**config.mk**
```make
export PLATFORM = sky130hd
export DESIGN_NAME = clipped_span_pixel_writer
export DESIGN_NICKNAME = d
export VERILOG_FILES = /design/src/hw/rtl/cspw_pkg.sv /design/src/hw/rtl/cspw_regs.sv /design/src/hw/rtl/cspw_ctrl.sv /design/src/hw/rtl/cspw_dp.sv /design/src/hw/rtl/clipped_span_pixel_writer.sv
export SDC_FILE = /design/constraint.sdc
export NUM_CORES = 2
export LEC_CHECK = 0
export BUFFER_PORTS_ARGS = -buffer_cell sky130_fd_sc_hd__buf_4
export CAP_MARGIN = 20
export CORE_MARGIN = 2
export CORE_UTILIZATION = 39
export CTS_CLUSTER_SIZE = 24
export DETAILED_ROUTE_END_ITERATION = 10
export MAX_ROUTING_LAYER = met4
export PLACE_DENSITY = 0.64
export SETUP_SLACK_MARGIN = 0.4
export SKIP_LAST_GASP = 1
export SYNTH_ARGS = -nofsm -noshare
export SYNTH_HDL_FRONTEND = slang
export SYNTH_HIERARCHICAL = 1
export SYNTH_SLANG_ARGS = --single-unit
```
**constraint.sdc**
```tcl
create_clock -name clk -period 10 [get_ports clk]
set_input_delay 2.5 -clock clk [delete_from_list [all_inputs] [get_ports clk]]
set_output_delay 2.5 -clock clk [all_outputs]
set_load 0.02 [all_outputs]
```
**src/hw/rtl/cspw_pkg.sv**
```systemverilog
// Package for the clipped span pixel writer.
// Holds pixel format codes, register indexes, controller/datapath structs and color helpers.
// No dependencies.
package cspw_pkg;

  localparam int SpanPixelsDefault = 32;
  localparam int MaskBits = 32;
  localparam int CoordW = 13;
  localparam int DimW = 12;

  typedef enum logic [1:0] {
    FMT_8BPP  = 2'd0,
    FMT_16BPP = 2'd1,
    FMT_32BPP = 2'd2,
    FMT_NONE  = 2'd3
  } pix_fmt_t;

  typedef enum logic [1:0] {
    REG_FRAME_BASE    = 2'd0,
    REG_SCREEN_WIDTH  = 2'd1,
    REG_SCREEN_HEIGHT = 2'd2,
    REG_PIXEL_FORMAT  = 2'd3
  } reg_idx_t;

  typedef struct packed {
    logic load;
    logic mult;
    logic base;
    logic step;
  } dp_cmd_t;

  typedef struct packed {
    logic any;
    logic cur_bit;
    logic rest_empty;
    logic slot_free;
  } dp_stat_t;

  function automatic logic [15:0] to_rgb565(input logic [31:0] color);
    to_rgb565 = {color[23:19], color[15:10], color[7:3]};
  endfunction

  function automatic logic [31:0] format_color(input pix_fmt_t fmt, input logic [31:0] color);
    case (fmt)
      FMT_8BPP:  format_color = {24'd0, color[7:0]};
      FMT_16BPP: format_color = {16'd0, to_rgb565(color)};
      FMT_32BPP: format_color = color;
      default:   format_color = 32'd0;
    endcase
  endfunction

endpackage

```
**src/hw/rtl/cspw_regs.sv**
```systemverilog
// Configuration register bank of the clipped span pixel writer.
// APB-style write and read access; depends on cspw_pkg.
module cspw_regs
  import cspw_pkg::*;
(
  input  logic            clk,
  input  logic            rst_n,
  input  logic            psel,
  input  logic            penable,
  input  logic            pwrite,
  input  logic [3:0]      paddr,
  input  logic [31:0]     pwdata,
  output logic [31:0]     prdata,
  output logic            pready,
  output logic [31:0]     frame_base,
  output logic [DimW-1:0] screen_width,
  output logic [DimW-1:0] screen_height,
  output pix_fmt_t        pixel_format
);

  logic [31:0]     frame_base_r;
  logic [DimW-1:0] screen_width_r;
  logic [DimW-1:0] screen_height_r;
  pix_fmt_t        pixel_format_r;
  logic            wr_en;
  reg_idx_t        idx;

  assign pready = 1'b1;
  assign wr_en  = psel && penable && pwrite;
  assign idx    = reg_idx_t'(paddr[3:2]);

  always_ff @(posedge clk) begin
    if (!rst_n) begin
      frame_base_r    <= 32'd0;
      screen_width_r  <= DimW'(800);
      screen_height_r <= DimW'(480);
      pixel_format_r  <= FMT_16BPP;
    end else if (wr_en) begin
      case (idx)
        REG_FRAME_BASE:    frame_base_r    <= pwdata;
        REG_SCREEN_WIDTH:  screen_width_r  <= pwdata[DimW-1:0];
        REG_SCREEN_HEIGHT: screen_height_r <= pwdata[DimW-1:0];
        REG_PIXEL_FORMAT:  pixel_format_r  <= pix_fmt_t'(pwdata[1:0]);
        default: begin
        end
      endcase
    end
  end

  always_comb begin
    case (idx)
      REG_FRAME_BASE:    prdata = frame_base_r;
      REG_SCREEN_WIDTH:  prdata = {20'd0, screen_width_r};
      REG_SCREEN_HEIGHT: prdata = {20'd0, screen_height_r};
      REG_PIXEL_FORMAT:  prdata = {30'd0, pixel_format_r};
      default:           prdata = 32'd0;
    endcase
  end

  assign frame_base    = frame_base_r;
  assign screen_width  = screen_width_r;
  assign screen_height = screen_height_r;
  assign pixel_format  = pixel_format_r;

endmodule

```
**src/hw/rtl/cspw_ctrl.sv**
```systemverilog
// Controller state machine of the clipped span pixel writer.
// Sequences row capture, row offset multiply, start address and the pixel walk; uses cspw_pkg.
module cspw_ctrl
  import cspw_pkg::*;
(
  input  logic     clk,
  input  logic     rst_n,
  input  logic     in_valid,
  output logic     in_ready,
  output dp_cmd_t  cmd,
  input  dp_stat_t st
);

  typedef enum logic [3:0] {
    ST_IDLE = 4'b0001,
    ST_MULT = 4'b0010,
    ST_BASE = 4'b0100,
    ST_EMIT = 4'b1000
  } state_t;

  state_t state_r;
  state_t state_nxt;

  assign in_ready = (state_r == ST_IDLE);

  always_comb begin
    cmd.load  = (state_r == ST_IDLE) && in_valid;
    cmd.mult  = (state_r == ST_MULT);
    cmd.base  = (state_r == ST_BASE);
    cmd.step  = (state_r == ST_EMIT) && (!st.cur_bit || st.slot_free);
  end

  always_comb begin
    state_nxt = state_r;
    case (state_r)
      ST_IDLE: begin
        if (in_valid) state_nxt = ST_MULT;
      end
      ST_MULT: begin
        state_nxt = st.any ? ST_BASE : ST_IDLE;
      end
      ST_BASE: begin
        state_nxt = ST_EMIT;
      end
      ST_EMIT: begin
        if (cmd.step && st.rest_empty) state_nxt = ST_IDLE;
      end
      default: state_nxt = ST_IDLE;
    endcase
  end

  always_ff @(posedge clk) begin
    if (!rst_n) begin
      state_r <= ST_IDLE;
    end else begin
      state_r <= state_nxt;
    end
  end

  a_idle_no_pixels: assert property (@(posedge clk) disable iff (!rst_n)
    (state_r == ST_IDLE) |-> !st.any)
    else $error("pixels left pending while idle");

  a_emit_done: assert property (@(posedge clk) disable iff (!rst_n)
    ((state_r == ST_EMIT) && !st.any) |-> 1'b0)
    else $error("pixel walk running with no pixels left");

endmodule

```
**src/hw/rtl/cspw_dp.sv**
```systemverilog
// Datapath of the clipped span pixel writer.
// Clips the row into a pixel vector, forms addresses and holds the output register; uses cspw_pkg.
module cspw_dp
  import cspw_pkg::*;
#(
  parameter int SPAN_PIXELS = SpanPixelsDefault
) (
  input  logic              clk,
  input  logic              rst_n,
  input  dp_cmd_t           cmd,
  output dp_stat_t          st,
  input  logic [31:0]       frame_base,
  input  logic [DimW-1:0]   screen_width,
  input  logic [DimW-1:0]   screen_height,
  input  pix_fmt_t          pixel_format,
  input  logic              action,
  input  logic [CoordW-1:0] start_x,
  input  logic [CoordW-1:0] row_y,
  input  logic [5:0]        span_width,
  input  logic [31:0]       pixel_mask,
  input  logic [31:0]       color,
  output logic              out_valid,
  input  logic              out_ready,
  output logic [31:0]       write_address,
  output logic [31:0]       write_data,
  output logic [1:0]        write_size,
  output logic              last_write
);

  localparam int PixW = (SPAN_PIXELS > 1) ? $clog2(SPAN_PIXELS) : 1;

  logic [SPAN_PIXELS-1:0] draw_r, draw_nxt;
  logic [PixW-1:0]        pix_r;
  logic [CoordW-1:0]      x0_r;
  logic [DimW-1:0]        y_r;
  logic [31:0]            data_r;
  pix_fmt_t               fmt_r;
  logic [2*DimW-1:0]      prod_r;
  logic [31:0]            start_addr_r;
  logic                   out_valid_r;
  logic [31:0]            out_addr_r;
  logic [31:0]            out_data_r;
  logic [1:0]             out_size_r;
  logic                   out_last_r;
  logic                   item_ok;
  logic                   emit;
  logic [31:0]            row_off;

  assign item_ok = (pixel_format != FMT_NONE) && !row_y[CoordW-1] &&
                   (row_y[DimW-1:0] < screen_height);

  always_comb begin
    logic signed [CoordW:0] xs;
    logic                   mbit;
    draw_nxt = '0;
    for (int p = 0; p < SPAN_PIXELS; p++) begin
      xs   = $signed({start_x[CoordW-1], start_x}) + $signed((CoordW+1)'(p));
      mbit = (p < MaskBits) ? pixel_mask[5'(p)] : 1'b0;
      draw_nxt[p] = item_ok && (7'(p) < {1'b0, span_width}) && (action || mbit) &&
                    !xs[CoordW] && (xs[CoordW-1:0] < {1'b0, screen_width});
    end
  end

  assign st.any        = |draw_r;
  assign st.cur_bit    = draw_r[0];
  assign st.rest_empty = ~|(draw_r >> 1);
  assign st.slot_free  = !out_valid_r || out_ready;

  assign emit    = cmd.step && draw_r[0];
  assign row_off = 32'(prod_r) + {{(32-CoordW){x0_r[CoordW-1]}}, x0_r};

  always_ff @(posedge clk) begin
    if (!rst_n) begin
      draw_r <= '0;
    end else if (cmd.load) begin
      draw_r <= draw_nxt;
    end else if (cmd.step) begin
      draw_r <= draw_r >> 1;
    end
  end

  always_ff @(posedge clk) begin
    if (cmd.load) begin
      pix_r  <= '0;
      x0_r   <= start_x;
      y_r    <= row_y[DimW-1:0];
      data_r <= format_color(pixel_format, color);
      fmt_r  <= pixel_format;
    end else if (cmd.step) begin
      pix_r <= pix_r + PixW'(1);
    end
    if (cmd.mult) begin
      prod_r <= y_r * screen_width;
    end
    if (cmd.base) begin
      start_addr_r <= frame_base + (row_off << fmt_r);
    end
  end

  always_ff @(posedge clk) begin
    if (!rst_n) begin
      out_valid_r <= 1'b0;
    end else if (emit) begin
      out_valid_r <= 1'b1;
    end else if (out_ready) begin
      out_valid_r <= 1'b0;
    end
  end

  always_ff @(posedge clk) begin
    if (emit) begin
      out_addr_r <= start_addr_r + (32'(pix_r) << fmt_r);
      out_data_r <= data_r;
      out_size_r <= fmt_r;
      out_last_r <= st.rest_empty;
    end
  end

  assign out_valid     = out_valid_r;
  assign write_address = out_addr_r;
  assign write_data    = out_data_r;
  assign write_size    = out_size_r;
  assign last_write    = out_last_r;

  a_emit_slot: assert property (@(posedge clk) disable iff (!rst_n)
    emit |-> (!out_valid_r || out_ready))
    else $error("write issued over an untaken request");

  a_emit_shows: assert property (@(posedge clk) disable iff (!rst_n)
    emit |=> out_valid_r)
    else $error("issued write not presented");

  a_load_clean: assert property (@(posedge clk) disable iff (!rst_n)
    cmd.load |-> !(|draw_r))
    else $error("new row captured while pixels remain");

endmodule

```
**src/hw/rtl/clipped_span_pixel_writer.sv**
```systemverilog
// Top level of the clipped span pixel writer.
// Instantiates cspw_regs, cspw_ctrl and cspw_dp; uses cspw_pkg.
//
// Each input request describes one horizontal row of up to SPAN_PIXELS pixels.
// The block turns it into one frame-buffer write request per drawn pixel that
// lies on the screen, in order of rising x, with tlast on the final write.
// The APB port sets frame base, screen size and pixel format; the user must
// write it only while the block is idle, which the block does not enforce.
// Sequence: a row is accepted when in_tready is high, which holds only between
// rows. The row offset multiply follows, then the start address, then the pixel
// walk covers one pixel position per cycle up to the last drawn pixel, held while
// a drawn pixel waits for a free output register. A row that writes nothing goes
// back to idle after the multiply, with no start address and no walk. Undrawn
// positions before the first drawn pixel delay the first write.
// The output register lets the next row be accepted while the last write still
// waits; a stalled receiver holds the walk one pixel at a time.
// Reset loads frame base 0, 800 by 480 pixels and 16 bpp, and clears all
// pending work.
module clipped_span_pixel_writer
  import cspw_pkg::*;
#(
  parameter int SPAN_PIXELS = SpanPixelsDefault
) (
  input  logic        clk,
  input  logic        rst_n,
  input  logic        in_tvalid,
  output logic        in_tready,
  input  logic [95:0] in_tdata,  // start_x[12:0], row_y[25:13], span_width[31:26],
                                 // pixel_mask[63:32], color[95:64]
  input  logic        in_tuser,  // action
  output logic        out_tvalid,
  input  logic        out_tready,
  output logic [63:0] out_tdata, // write_address[31:0], write_data[63:32]
  output logic [1:0]  out_tuser, // write_size
  output logic        out_tlast,
  input  logic        psel,
  input  logic        penable,
  input  logic        pwrite,
  input  logic [3:0]  paddr,
  input  logic [31:0] pwdata,
  output logic [31:0] prdata,
  output logic        pready
);

  logic [31:0]     frame_base;
  logic [DimW-1:0] screen_width;
  logic [DimW-1:0] screen_height;
  pix_fmt_t        pixel_format;
  dp_cmd_t         cmd;
  dp_stat_t        st;
  logic [31:0]     write_address;
  logic [31:0]     write_data;

  cspw_regs u_regs (
    .clk           (clk),
    .rst_n         (rst_n),
    .psel          (psel),
    .penable       (penable),
    .pwrite        (pwrite),
    .paddr         (paddr),
    .pwdata        (pwdata),
    .prdata        (prdata),
    .pready        (pready),
    .frame_base    (frame_base),
    .screen_width  (screen_width),
    .screen_height (screen_height),
    .pixel_format  (pixel_format)
  );

  cspw_ctrl u_ctrl (
    .clk      (clk),
    .rst_n    (rst_n),
    .in_valid (in_tvalid),
    .in_ready (in_tready),
    .cmd      (cmd),
    .st       (st)
  );

  cspw_dp #(
    .SPAN_PIXELS (SPAN_PIXELS)
  ) u_dp (
    .clk           (clk),
    .rst_n         (rst_n),
    .cmd           (cmd),
    .st            (st),
    .frame_base    (frame_base),
    .screen_width  (screen_width),
    .screen_height (screen_height),
    .pixel_format  (pixel_format),
    .action        (in_tuser),
    .start_x       (in_tdata[12:0]),
    .row_y         (in_tdata[25:13]),
    .span_width    (in_tdata[31:26]),
    .pixel_mask    (in_tdata[63:32]),
    .color         (in_tdata[95:64]),
    .out_valid     (out_tvalid),
    .out_ready     (out_tready),
    .write_address (write_address),
    .write_data    (write_data),
    .write_size    (out_tuser),
    .last_write    (out_tlast)
  );

  assign out_tdata = {write_data, write_address};

endmodule

```
-- Word-level counts from Yosys, hierarchy flattened
Index checks and enable logic that the tools add are counted.
- output and inout bits: 102
- register bits after elaboration: 282
- multipliers: 1
- shift operators: 2
- $lt $le $gt $ge: 65
- reductions and logical operators: 185
- $add $sub $neg: 35
- mux-type cells: 10
- equality and inequality tests: 12
- operators by type and width (operator ; count):
    less-than comparator 13 x 12 -> 1 bit ; 32
    adder 13 x 6 -> 14 bit, second input constant ; 16
    case mux 32 bit (4 select lines) ; 1
    logical AND 1 bit ; 120
    adder 13 x 5 -> 14 bit, second input constant ; 8
    less-than comparator 5 x 6 -> 1 bit, first input constant ; 16
    case mux 32 bit (3 select lines) ; 1
    adder 32 bit ; 2
    two-way mux 32 bit ; 2
    adder 13 x 4 -> 14 bit, second input constant ; 4
    less-than comparator 4 x 6 -> 1 bit, first input constant ; 8
    logical NOT 1 bit ; 36
    OR reduction 32 bit ; 1
    << shifter 32 x 2 -> 32 bit ; 1
    << shifter 5 x 2 -> 32 bit ; 1
    OR reduction 31 bit ; 1
    adder 13 x 3 -> 14 bit, second input constant ; 2
    adder 25 x 13 -> 26 bit ; 1
    less-than comparator 3 x 6 -> 1 bit, first input constant ; 4
    multiplier 12 x 12 -> 24 bit ; 1
    logical OR 1 bit ; 18
    case mux 4 bit (4 select lines) ; 1
    adder 13 x 2 -> 14 bit, second input constant ; 1
    less-than comparator 1 x 6 -> 1 bit, first input constant ; 2
    other kinds (16) ; 30

-- Logic depth before layout (Yosys ltp)
- word-level depth: 8
- gate-level depth with buffers: 23

-- Cells and area by module
The synthesis kept the hierarchy.
- modules (own cells, without submodules) (module ; seq. area each (µm²) ; area each (µm²) ; cells each ; instances):
    cspw_dp ; 6226.0 ; 27040.9 ; 3033 ; 1
    cspw_regs ; 1161.1 ; 2711.4 ; 302 ; 1
    cspw_ctrl ; 80.1 ; 230.2 ; 26 ; 1

-- Least setup slack after synthesis
Ideal clock, no wire load.
- path kind: input-to-output
- start point: in paddr[2]
- end point: out prdata[11]
- stages: 4
- data required time: 7500 ps
- path slack: 4035 ps
- arrival: 3465 ps
- path buffers: 2
- cell sequence: buf_4 -> buf_2 -> mux2i_1 -> o21ai_0
- cells in the longest elaborated chain, start to end: 2
- ends and longest elaborated chain (item ; line ; RTL):
    from (decl) ; clipped_span_pixel_writer.sv:39 ; input logic [3:0] paddr,
    equality test 2 bit, or another cell as far along ; cspw_regs.sv:51 ; case (idx)
    case mux 32 bit (4 select lines) * ; cspw_regs.sv:51 ;
    to (decl) ; clipped_span_pixel_writer.sv:41 ; output logic [31:0] prdata,
Every way passes the cells marked *; elsewhere a longest branch is shown, timed or not.

-- Final worst setup path
- start point: reg u_regs.screen_width_r[5], in the netlist u_regs/screen_width[5]
- end point: reg u_dp.prod_r[23], data pin
- cells in the longest elaborated chain, start to end: 1
- ends and longest elaborated chain (item ; line ; RTL):
    from (decl) ; cspw_regs.sv:22 ; logic [DimW-1:0] screen_width_r;
    from (signal assigned) ; cspw_regs.sv:35 ; screen_width_r <= DimW'(800);
    from (signal assigned) ; cspw_regs.sv:41 ; REG_SCREEN_WIDTH: screen_width_r <= pwdata[DimW-1:0];
    multiplier 12 x 12 -> 24 bit ; cspw_dp.sv:93 ; prod_r <= y_r * screen_width;
    to (signal assigned) ; cspw_dp.sv:93 ;
    to (decl) ; cspw_dp.sv:38 ; logic [2*DimW-1:0] prod_r;
No other way between the ends.
A chain may end at the register's enable or synchronous reset.

==> reports/qor.yml <==
wl_met1_um: 37700
dpl_cell_area_sq_um: 32500
synth_xor_area_share_pct: 9.93
fp-row-count: 101
synth_cell_types: 92
synthArstFlopShare_pct: 0
synth_area_per_cell_sq_um: 8.92
power_density_nw_per_um2: 116
grt_pass1_wl_um: 141000
drc_errors: 0
fin_skew_ns: 0.0222
slowest_stage: "dfxtp_1"
clock_sinks: 282
p_int_mw: 2.61
wl_per_cell_um: 20.4
routed.top_layer: "met4"
antenna_found_initial: 0
setup_slack_ns: 3.42
antenna-diode-count: 0
dr_wl_met2_um: 43400
die_w_um: 281
power_frac_clock_pct: 33.9
core_sq_um: 76100
critPathArrivalTime_ns: 6.87
yosysWarnings: 6
crit_family: "adder cells"
ys_seq_area_share_pct: 24.9
hold_class: "reg2reg"
hpwl_um: 66900
rsz0062_at_grt: "no"
pre_cts_slack_ns: 3.30
finalCritPeriodShare_pct: 65.8
areaGrowthSynthToFinish_pct: 12.6
htreeDepth: 2
clock.fmax_mhz: 152
synth_simple_gate_area_share_pct: 15.4
fillers: 7515
gp_congestion: 0.980
slew_headroom_pct: 19.2
status: "completed"
vias: 25300
postRouteAntennaNets: 0
synth.most_common_cell: "ha_1"
yosys.area.top_type_share_pct: 18.3
ios: 242
met3WireLength_um: 7300
final_area_sq_um: 33800
post_cts_resize_count: 0
synth_common_cells: "439 x ha_1, 327 x nand2_1, 267 x nor2_1, 258 x inv_1, 189 x a21oi_1"
drive_above_1_share_pct: 10.2
crit_chain: "nand2_1 > fa_1 > fa_1 > fa_1 > inv_1 > fa_1 > inv_1 > fa_1 > inv_1 > ha_1 > a211o_1 > a211oi_1 > o31ai_1 > a21oi_1 > o21ai_1 > a2111oi_0 > o31ai_1 > a21oi_1 > xnor2_1"
startpoint_type: "flop"
endpoint_kind: "flop"
switching_share_pct: 33.3
clock-root-buffer: "clkbuf_16"
yosys-top-cells-area: "ha_1 18%, edfxtp_1 18%, fa_1 6.9%"
maxCapViolCount: 0
syn-cell-area_sq_um: 30000
max_slew.worst_pin.slew_ns: 1.21
grt_pass1_vias: 24600
yosys.area.top_type: "ha_1"
slowest_delay_ns: 0.77
pwr-share-seq_pct: 34.1
cp_max_fo: 15
dieHeight_um: 281
comb_power_share_pct: 32.0
cts_tree: "yes"
setup_viol_count_final: 0
synth_adder_area_share_pct: 25.2
start_util_pct: 39.4
synth_edf_count: 182
grt.total_usage_pct: 23.7
synth_ff_type: "edfxtp_1"
post_cts_buffers: 0
grt_overflow: 0
cts_buffers: 35
synth_top_family_by_area: "adder cells"
routed_via_density: 5.55
syn_inst: 3361
leakage_nw: 15.1
synthMuxAreaShare_pct: 4.36
timing.critical_path.buf_inv: 3
synth_seq_cells: 282
hold_ws_ns: 0.418
drtPass1Iterations: 6
postCtsHoldBufs: 0
synth-compound-area-share_pct: 14.6
hold_violations: 0
grt_max_degree: 75
ctsLongestPathBuffers: 3
slew_violations: 0
syn_nets: 4043
period_minus_slack_ns: 6.58
worst_path_most_repeated_cell: "fa_1"
clkTransAtPathRegs_ns: 0.06
nNetsFinal: 4180
io_buffer_count: 222
post-route-util_pct: 44.4
irDropWorstVdd_mv: 0.0874
dieArea_sq_um: 79100
tns_ns: 0
cp.required_ns: 10.29
drt_wl_total_um: 92800
p_switching_mw: 1.30
drtIter0Drc: 2098
critical_path_class: "reg2reg"
worstSkewPairLatency_ns: 0.56
-- layer usage --
| metal | track usage (%) | up-vias |
|---|---|---|
| met5 | - | - |
| met4 | 10.3 | 0 |
| met3 | 3.57 | 274 |
| met2 | 39.2 | 1087 |
| met1 | 28.7 | 12000 |
| li1 | - | 12000 |
-- worst reg2reg max path: cells and delay by family, from the launching register on --
kind | cells | cell delay [ns]
simple gates | 1 | 0.19
compound gates | 8 | 2.18
fa+ha+maj | 6 | 2.95
xor+xnor | 1 | 0.08
buf+inv | 3 | 0.16
flops | 1 | 0.77
-- state kept, by name (all words and copies together), names as in the netlist, 4 cells and up --
name / count
u_dp/y_r: 12
u_regs/screen_width: 12
u_dp/prod_r: 24
u_dp/write_data: 32
u_dp/data_r: 32
u_dp/x0_r: 13
u_dp/write_address: 32
u_ctrl/state_r: 4
u_dp/start_addr_r: 32
u_dp/pix_r: 5
u_regs/frame_base: 32
u_dp/draw_r: 32
u_regs/screen_height: 12
-- power groups by stage --
stage	sequential [mW]	clock (mW)	combinational, mW
after global placement	1.36	0	1.22
final	1.34	1.33	1.25
after floorplan	1.33	0	0.923
after global routing	1.34	1.41	1.40
after detailed placement	1.36	0	1.23
after CTS	1.33	1.36	1.24
-- layout by cell type, fill, tap and decap left out, types with 36 or more instances in the layout --
cell       Yosys  routed
ha_1         439     438
nand2_1      327     327
nor2_1       267     267
buf_4          5     259
inv_1        258     257
a21oi_1      189     189
xnor2_1      188     188
edfxtp_1     182     182
xor2_1       152     152
mux2i_1      117     117
and2_1       113     113
a21o_1       104     104
fa_1         103     103
dfxtp_1      100     100
o21ai_0       95      95
nand3_1       53      51
nor2b_1       47      46
o21ai_1       46      46
clkbuf_16      0      36
-- cell families after synthesis --
| family | after synthesis |
|---|---|
| simple gates | 978 |
| compound gates | 672 |
| fa+ha+maj | 542 |
| buf+inv | 420 |
| xor+xnor | 340 |
| flops | 282 |
| mux | 126 |
| other cells | 1 |
-- worst paths after layout --
| path | endpoint | startpoint | slack [ns] | cells after the start |
|---|---|---|---|---|
| setup / recovery | u_dp/prod_r[23] | u_regs/screen_width[5] | 3.42 | 19 |
| hold reg to reg | u_dp/write_data[29] | u_dp/data_r[29] | 0.42 | 0 |
| hold / removal | u_dp/write_data[29] | u_dp/data_r[29] | 0.42 | 0 |
| setup reg to reg | u_dp/prod_r[23] | u_regs/screen_width[5] | 3.42 | 19 |
-- area by class of cell --
cell class	instances	area, sq um	share of cell area (%)
clock buffers	43	947	2.81
clock inverters	21	267	0.790
well taps	1030	1290	3.82
repair buffers	259	1940	5.76
inverters	261	980	2.90
multi-input cells	2659	20900	61.8
flip-flops and latches	282	7470	22.1
-- stage by stage --
| step | instances | power [mW] |
|---|---|---|
| finish | 4555 | 3.91 |
| floorplan | 3361 | 2.26 |
| global route | 4555 | 4.14 |
| detailed placement | 4490 | 2.59 |
| CTS | 4554 | 3.94 |
| global placement | 4490 | 2.58 |
Power figures use the tool's default switching activity.
